`src/rtl/assr_pkg.sv`:
```
// ----------------------------------------------------------------------------
// assr_pkg: shared types and constants of the alpha synapse spike ring
// Kernel ROM functions, sequencer states and cell control bundle.
// ----------------------------------------------------------------------------
package assr_pkg;

  localparam int unsigned TimeW   = 32;
  localparam int unsigned WeightW = 16;
  localparam int unsigned KernW   = 16;
  localparam int unsigned CurW    = 32;
  localparam int unsigned AccW    = 48;

  typedef enum logic [0:0] {
    CFG_INV_TAU      = 1'b0,
    CFG_PEAK_CURRENT = 1'b1
  } cfg_reg_t;

  typedef enum logic [1:0] {
    ST_IDLE,
    ST_WALK,
    ST_SCALE,
    ST_OUT
  } seq_state_t;

  // Control bundle broadcast from the sequencer to every cell.
  typedef struct packed {
    logic       shift;     // rotate the ring by one cell
    logic       load;      // write stamp/weight into the head cell
    logic [TimeW-1:0]   load_stamp;
    logic [WeightW-1:0] load_weight;
  } cell_ctrl_t;

  // Integer quotient by shift and subtract; elaboration only, small divisors
  function automatic logic [63:0] const_quot(input logic [63:0] num,
                                             input logic [63:0] den);
    logic [63:0] q, r;
    q = '0;
    r = '0;
    for (int b = 63; b >= 0; b--) begin
      r = {r[62:0], num[b]};
      if (r >= den) begin
        r = r - den;
        q[b] = 1'b1;
      end
    end
    return q;
  endfunction

  // e^t in Q30 by its power series, t in Q30
  function automatic logic [63:0] exp_series_q30(input logic [63:0] t);
    logic [63:0] sum, term;
    sum = 64'd1 << 30;
    term = 64'd1 << 30;
    for (int n = 1; n < 48; n++) begin
      term = const_quot((term * t) >> 30, 64'(n));
      sum = sum + term;
    end
    return sum;
  endfunction

  // e*x*exp(-x) in Q1.15 for x = k*16/2^kshift; ratio steps the exponential
  // from one entry to the next, g0 is e in Q30. Evaluated at elaboration only.
  function automatic logic [15:0] kernel_value(input int unsigned k,
                                               input logic [63:0] ratio,
                                               input logic [63:0] g0,
                                               input int unsigned kshift);
    logic [63:0] g, v, num;
    g = g0;
    for (int unsigned j = 1; j <= k; j++) begin
      g = (g * ratio + (64'd1 << 29)) >> 30;
    end
    num = 64'd16 * 64'(k) * g;
    v = ((num >> kshift) + (64'd1 << 14)) >> 15;
    if (v > 64'd32767) v = 64'd32767;
    return v[15:0];
  endfunction

endpackage

```
`src/rtl/assr_cell.sv`:
```
// ----------------------------------------------------------------------------
// assr_cell: one spike slot of the ring
// Holds a stamp and weight; passes them to its neighbor on every shift.
// ----------------------------------------------------------------------------
module assr_cell (
  input  logic                clk,
  input  logic                rst_n,
  input  assr_pkg::cell_ctrl_t ctrl,
  input  logic                head,
  input  logic [31:0]         prev_stamp,
  input  logic [15:0]         prev_weight,
  output logic [31:0]         stamp,
  output logic [15:0]         weight
);
  import assr_pkg::*;

  logic [TimeW-1:0]   stamp_r;
  logic [WeightW-1:0] weight_r;

  // slot store clears at reset; shift hands contents down the ring
  always_ff @(posedge clk) begin
    if (!rst_n) begin
      stamp_r  <= '0;
      weight_r <= '0;
    end else if (ctrl.shift) begin
      stamp_r  <= prev_stamp;
      weight_r <= prev_weight;
    end else if (ctrl.load && head) begin
      stamp_r  <= ctrl.load_stamp;
      weight_r <= ctrl.load_weight;
    end
  end

  assign stamp  = stamp_r;
  assign weight = weight_r;
endmodule

```
`config.mk`:
```
export PLATFORM = sky130hd
export DESIGN_NAME = assr_cell
export DESIGN_NICKNAME = d
export VERILOG_FILES = /design/src/rtl/assr_pkg.sv /design/src/rtl/assr_cell.sv
export SDC_FILE = /design/constraint.sdc
export NUM_CORES = 1
export LEC_CHECK = 0
export BUFFER_PORTS_ARGS = -buffer_cell sky130_fd_sc_hd__buf_2
export CORE_AREA = 5 5 67 99
export CTS_CLUSTER_DIAMETER = 50
export DETAILED_ROUTE_END_ITERATION = 10
export DIE_AREA = 0 0 72 104
export GPL_ROUTABILITY_DRIVEN = 1
export PLACE_DENSITY_LB_ADDON = 0.2
export SYNTH_ARGS = -nofsm -noshare
export SYNTH_HDL_FRONTEND = slang
export SYNTH_SLANG_ARGS = --single-unit
```
`constraint.sdc`:
```
create_clock -name clk -period 1.9 [get_ports clk]
set_input_delay 0.095 -clock clk [delete_from_list [all_inputs] [get_ports clk]]
set_output_delay 0.095 -clock clk [all_outputs]
set_load 0.01 [all_outputs]
```
# After elaboration in Yosys (flattened, before gate mapping)
# Index checks and enable logic that the tools add are counted.
dict set report word_totals {
  regBits 48
  wordCells 8
  output_inout_bits 48
  inputBits 101
}
dict set report classes {
  n_reduce_logical 2
  n_mux 4
}
# operator n
set ops {}
lappend ops {{32-bit 2-to-1 mux} 2}
lappend ops {{16-bit 2-to-1 mux} 2}
lappend ops {{2-bit nonzero test} 1}
lappend ops {{1-bit logical AND} 1}

# Logic depth before layout (Yosys ltp)
# Gate-level depths: netlist of run 1.
dict set report depth {
  word_depth 3
  mapped_depth 4
  depth_no_buf 2
}

# Worst setup path before layout of run 1
# No wires, ideal clock.
dict set report synth_path {
  path_kind {input -> register}
  startpoint {input head}
  endpoint {register stamp_r[0] (netlist: stamp[0])}
  arrival_time_ns 0.763
  n_path_buf 2
  cell_stages 4
  required_ns 1.778
  setup_ns 0.122
  slack_ns 1.015
  cell_sequence {buf_6 buf_2 and3_1 o311a_1}
}
dict set report synth_between {
  elab_chain_cells 2
}
# element line
set synth_rtl {}
lappend synth_rtl {{start: declaration} assr_cell.sv:9} ;# input logic head,
lappend synth_rtl {{1-bit logical AND} assr_cell.sv:28} ;# end else if (ctrl.load && head) begin
lappend synth_rtl {{2-bit nonzero test (no line)} n/a}
lappend synth_rtl {{end signal: assignment} assr_cell.sv:26} ;# stamp_r <= prev_stamp;
lappend synth_rtl {{end signal: assignment} assr_cell.sv:29} ;# stamp_r <= ctrl.load_stamp;
lappend synth_rtl {{end: declaration} assr_cell.sv:17} ;# logic [TimeW-1:0] stamp_r;
# Every way passes these cells.
# A chain may end at the register's enable or synchronous reset.

==> metrics.yaml, run 1 <==
p_per_area_nw_per_um2: 661.8
rsz0062_at_grt: "no"
hold_viol: 0
ys_seq_elements: 48
drt_iter0_markers: 161
syn_avg_cell_area_sq_um: 9.532
hp-class: "input port to register"
fillers: 533
syn_nets: 376
chipHeight_microns: 104
fp.dieW_microns: 72
track_usage: 0.1836
ctsHoldBuffers: 0
cp-end-kind: "register"
place_congestion: 0.7546
syn-cell-area_sq_um: 2621
fin_crit_ps: 889.2
cts_resized: 0
dr.pass1.iters: 4
worst_clock_skew_ps: 0
power_mw: 2.249
vias: 2606
syn_inst: 275
cap_violations: 0
critical_path_class: "register to register"
cts_tree: "done"
netSwitchingPower_mw: 0.5974
cp-start-kind: "register"
wirelength_microns: 7266
post_cts_buffers: 0
cp_cell_sequence: "a21boi_1 -> o311a_1"
yosysWarnings: 0
crit_required_ps: 2080
synth_cell_types: 10
grt_pass1_vias: 2525
dieArea_sq_um: 7488
insertion_delay_ps: 290
io_pins: 149
viasPerCell: 5.510
setup_viol: 0
final_common_cell: "buf_2"
place_hpwl_microns: 4800
cp_slowest_stage_delay_ps: 340
worst-endpoint-arrival_ps: 1070
min_period_over_period: 0.4680
p_int_mw: 1.652
grt_pass1_wl_microns: 11510
h-tree-depth: 2
core.rowCount: 34
layout-drive-gt1-share: 0.3965
clkPwrFrac: 0.274
final_util: 0.5961
swShare: 0.2656
wl_per_cell_microns: 15.36
ys_seq_area_frac: 0.3666
seqPwrFrac: 0.496
tightest_slew_ps: 513.7
syn2layout_area_growth_pct: 29.64
cts_made_buffers: 5
p_leak_nw: 1.871
clk_pin_slew_ps: 90
timing.fmax_mhz: 1125
peakVddDrop_v: 0.0004489
antenna_found_initial: 0
cts-root-buf: "clkbuf_8"
setup_tns_ps: 0
cts_sinks: 48
pwr-share-comb: 0.231
critPathMaxFanout: 2
fin_nets: 501
worst_path_max_delay_cell: "o311a_1"
remaining_drc_errors: 0
grt.overflow.total: 0
ant_nets: 0
slew_viol_final: 0
relSlewSlack: 0.6576
status: "finished clean"
grt_max_degree: 97
port_buffers: 148
start_util: 0.4598
antenna_cells: 0
clk_path_buf_depth: 2
core-area_sq_um: 5700
## power groups by stage
stage                     clock [mW]  sequential, mW  combinational (mW)
after detailed placement           0            1.14               0.521
after global placement             0            1.14               0.511
after floorplan                    0            1.17               0.280
after global routing           0.675            1.13               0.568
after CTS                      0.643            1.12               0.523
final                          0.615            1.11               0.519
## cell families (layout without fill, tap and decap cells)
kind of cell,after synthesis,in the layout,share of synthesized area
flops,48,48,0.3666
simple gates,96,96,0.2291
compound gates,96,96,0.3208
buf+inv,35,161,0.08354
## final cells by class
type | instances | area [sq um] | area share
well taps | 72 | 90.09 | 0.02651
repair buffers | 153 | 815.8 | 0.2401
clock buffers | 8 | 90.09 | 0.02651
multi-input cells | 192 | 1441 | 0.4242
flip-flops and latches | 48 | 960.9 | 0.2828
## layer usage
metal  up-vias  part of all wire  GRT usage
met1      1214              0.42     0.2325
met4         0             0.020    0.06183
met2        97              0.47     0.2961
met5         -                 0          0
li1       1283                 -          -
met3        12             0.085    0.05029
## critical path: cells and delay by family, from the launching register on
kind	cells	cell delay, ps
DFF	1	320
AOI/OAI and AO/OA	2	460
## synthesized netlist by cell type
| cell | count | area, sq um |
|---|---|---|
| and3_1 | 48 | 300.3 |
| buf_2 | 16 | 80.08 |
| clkbuf_1 | 10 | 37.54 |
| buf_1 | 2 | 7.510 |
| o311a_1 | 48 | 480.5 |
| dfxtp_1 | 48 | 960.9 |
| a21boi_1 | 48 | 360.4 |
| buf_8 | 4 | 60.06 |
| buf_6 | 3 | 33.78 |
| nand2b_1 | 48 | 300.3 |
## flip-flops by register name, indices dropped and copies added (netlist names)
register,count
weight,16
stamp,32
## metrics by stage
| stage | instance area [sq um] | instances | hold WS [ps] | setup WS, ps |
|---|---|---|---|---|
| final | 3398 | 473 | 128.6 | 1011 |
| after global placement | 3308 | 465 | 424.7 | 815.3 |
| after detailed placement | 3308 | 465 | 430.0 | 794.2 |
| after CTS | 3398 | 473 | 121.0 | 1004 |
| after global routing | 3398 | 473 | 133.7 | 967.2 |
| after floorplan | 2621 | 275 | 341.6 | 1015 |
## worst paths after layout
check / slack (ps) / end / cells after the start / from
max: 1010 / stamp[0]$_SDFFE_PN0P_ / 2 / stamp[0]$_SDFFE_PN0P_
min: 130 / weight[14]$_SDFFE_PN0P_ / 3 / prev_weight[14]
min reg2reg: 660 / weight[14]$_SDFFE_PN0P_ / 2 / weight[14]$_SDFFE_PN0P_
max reg2reg: 1010 / stamp[0]$_SDFFE_PN0P_ / 2 / stamp[0]$_SDFFE_PN0P_
No activity file was read; power rests on OpenSTA's default activity.
==> inputs of run 2 (changes only) <==
--- a/config.mk
+++ b/config.mk
@@ -6,10 +6,10 @@
 export NUM_CORES = 1
 export LEC_CHECK = 0
 export BUFFER_PORTS_ARGS = -buffer_cell sky130_fd_sc_hd__buf_2
-export CORE_AREA = 5 5 67 99
+export CORE_AREA = 5 5 70 103
 export CTS_CLUSTER_DIAMETER = 50
 export DETAILED_ROUTE_END_ITERATION = 10
-export DIE_AREA = 0 0 72 104
+export DIE_AREA = 0 0 75 108
 export GPL_ROUTABILITY_DRIVEN = 1
 export PLACE_DENSITY_LB_ADDON = 0.2
 export SYNTH_ARGS = -nofsm -noshare
==> constraint.sdc (replaced) <==
create_clock -name clk -period 0.9 [get_ports clk]
set_input_delay 0.045 -clock clk [delete_from_list [all_inputs] [get_ports clk]]
set_output_delay 0.045 -clock clk [all_outputs]
set_load 0.01 [all_outputs]
==> metrics.yaml, run 2 (synthesized netlist as in run 1, its figures left out) <==
status: "finished clean"
power_mw: 4.819  # +110%
clk_path_buf_depth: 2  # unchanged
layout-drive-gt1-share: 0.4579  # +0.06141
grt_pass1_wl_microns: 11350  # -1.4%
hold_viol: 0  # unchanged
viasPerCell: 5.406  # -1.9%
final-instance-count-excl-fill: 478  # +1.1%
insertion_delay_ps: 290  # about the same
h-tree-depth: 2  # unchanged
holdPathStages: 3  # unchanged
ant_nets: 0  # unchanged
relSlewSlack: 0.8533  # +0.1957
cp-start-kind: "register"
track_usage: 0.1737  # -0.009876
hold_slack_ps: 76.71  # -51.89 ps
min_period_over_period: 0.9811  # +0.5131
antenna_found_initial: 0  # unchanged
dr.pass1.iters: 4  # unchanged
peakVddDrop_v: 0.001131  # +150%
worst_clock_skew_ps: 0  # unchanged
rr_worst_depth: 2  # unchanged
antenna_cells: 0  # unchanged
cts_made_buffers: 5  # unchanged
largest_reg_flops: 32  # unchanged
grt.overflow.total: 0  # unchanged
p_per_area_nw_per_um2: 1371  # +110%
layout_common_cells: "buf_2 (148), a21boi_1 (48), and3_1 (48), nand2b_1 (48), o311a_1 (48)"
dieArea_sq_um: 8100  # +8.2%
core-area_sq_um: 6175  # +8.3%
io_pins: 149  # unchanged
wirelength_microns: 7323  # +0.78%
cts_sinks: 48  # unchanged
crit_required_ps: 1080  # -1000 ps
cts_tree: "done"
cap_violations: 0  # unchanged
chipHeight_microns: 108  # +3.8%
fin_crit_ps: 883.0  # -6.254 ps
ctsHoldBuffers: 0  # unchanged
setup_viol: 0  # unchanged
post_cts_buffers: 0  # unchanged
place_ws_ps: -68.61  # -862.9 ps
worst-endpoint-arrival_ps: 1060  # about the same
cts-root-buf: "clkbuf_8"
syn2layout_area_growth_pct: 34.08
dp.cells: 470  # +1.1%
grt_max_degree: 49  # -49%
rsz0062_at_grt: "no"
wl_per_cell_microns: 15.32  # -0.27%
slew_viol_final: 0  # unchanged
drt_iter0_markers: 183  # +14%
critPathMaxFanout: 2  # unchanged
grt_pass1_vias: 2447  # -3.1%
fin_nets: 504  # +0.60%
hp-class: "input port to register"
cp-end-kind: "register"
tightest_slew_ps: 220.1  # -293.6 ps
fp.dieW_microns: 75  # +4.2%
place_congestion: 0.7550  # about the same
vias: 2584  # -0.84%
place_hpwl_microns: 5104  # +6.3%
core.rowCount: 35  # +2.9%
fin_ws_ps: 17.04  # -993.7 ps
remaining_drc_errors: 0  # unchanged
final_common_cell: "buf_2"
critical_path_class: "register to register"
setup_tns_ps: 0  # unchanged
timing.fmax_mhz: 1133  # +0.71%
start_util: 0.4245  # -0.03531
clk_pin_slew_ps: 90  # about the same
port_buffers: 148  # unchanged
p_leak_nw: 1.915  # +2.3%
-- run 2: cell count changes in the layout (fill, tap and decap cells not counted), sizes merged --
cell	change
buf	+3
-- run 2: report_power, final --
| group | total, mW | internal [mW] | switching (mW) |
|---|---|---|---|
| logic | 1.14 | 0.615 | 0.524 |
| clock network | 1.31 | 0.628 | 0.684 |
| registers | 2.37 | 2.30 | 0.0706 |
| total | 4.82 | 3.54 | 1.28 |
-- run 2: per-stage QoR --
stage	cell area, sq um	util
2_1_floorplan	2621	-
3_3_place_gp	3396	0.5499
3_5_place_dp	3396	0.5499
4_1_cts	3487	0.5647
5_1_grt	3515	0.5692
6_report	3515	0.5692
-- run 2: cell type report --
| class | count | area, sq um |
|---|---|---|
| well taps | 74 | 92.59 |
| fillers | 588 | 2660 |
| flip-flops and latches | 48 | 989.7 |
| multi-input cells | 192 | 1441 |
| clock buffers | 8 | 90.09 |
| repair buffers | 156 | 900.9 |
-- run 2: worst paths after layout --
check	start	end	slack, ps
setup / recovery	stamp[8]$_SDFFE_PN0P_	stamp[8]$_SDFFE_PN0P_	20
hold / removal	prev_weight[3]	weight[3]$_SDFFE_PN0P_	80
setup reg to reg	stamp[8]$_SDFFE_PN0P_	stamp[8]$_SDFFE_PN0P_	20
hold reg to reg	stamp[11]$_SDFFE_PN0P_	stamp[11]$_SDFFE_PN0P_	640
-- run 2: worst max-delay path: stages (launching register included) --
cell and delay, ps:
dfxtp_1 330, a21boi_1 130, o311a_1 320
-- run 2: metal layers --
| metal | GRT usage | vias up | share of wire |
|---|---|---|---|
| li1 | - | 1289 | - |
| met2 | 0.2837 | 98 | 0.48 |
| met4 | 0.03817 | 0 | 0.0061 |
| met1 | 0.2201 | 1192 | 0.41 |
| met3 | 0.05674 | 5 | 0.10 |
| met5 | 0 | - | 0 |
-- run 2: repair_timing --
| action | 4_1_cts | 5_1_grt |
|---|---|---|
| setup endpoints to repair | 1 | 25 |
| pin swaps | 1 | 25 |
| gates resized for setup | 1 | 22 |
| endpoints found under the hold margin | 0 | 0 |
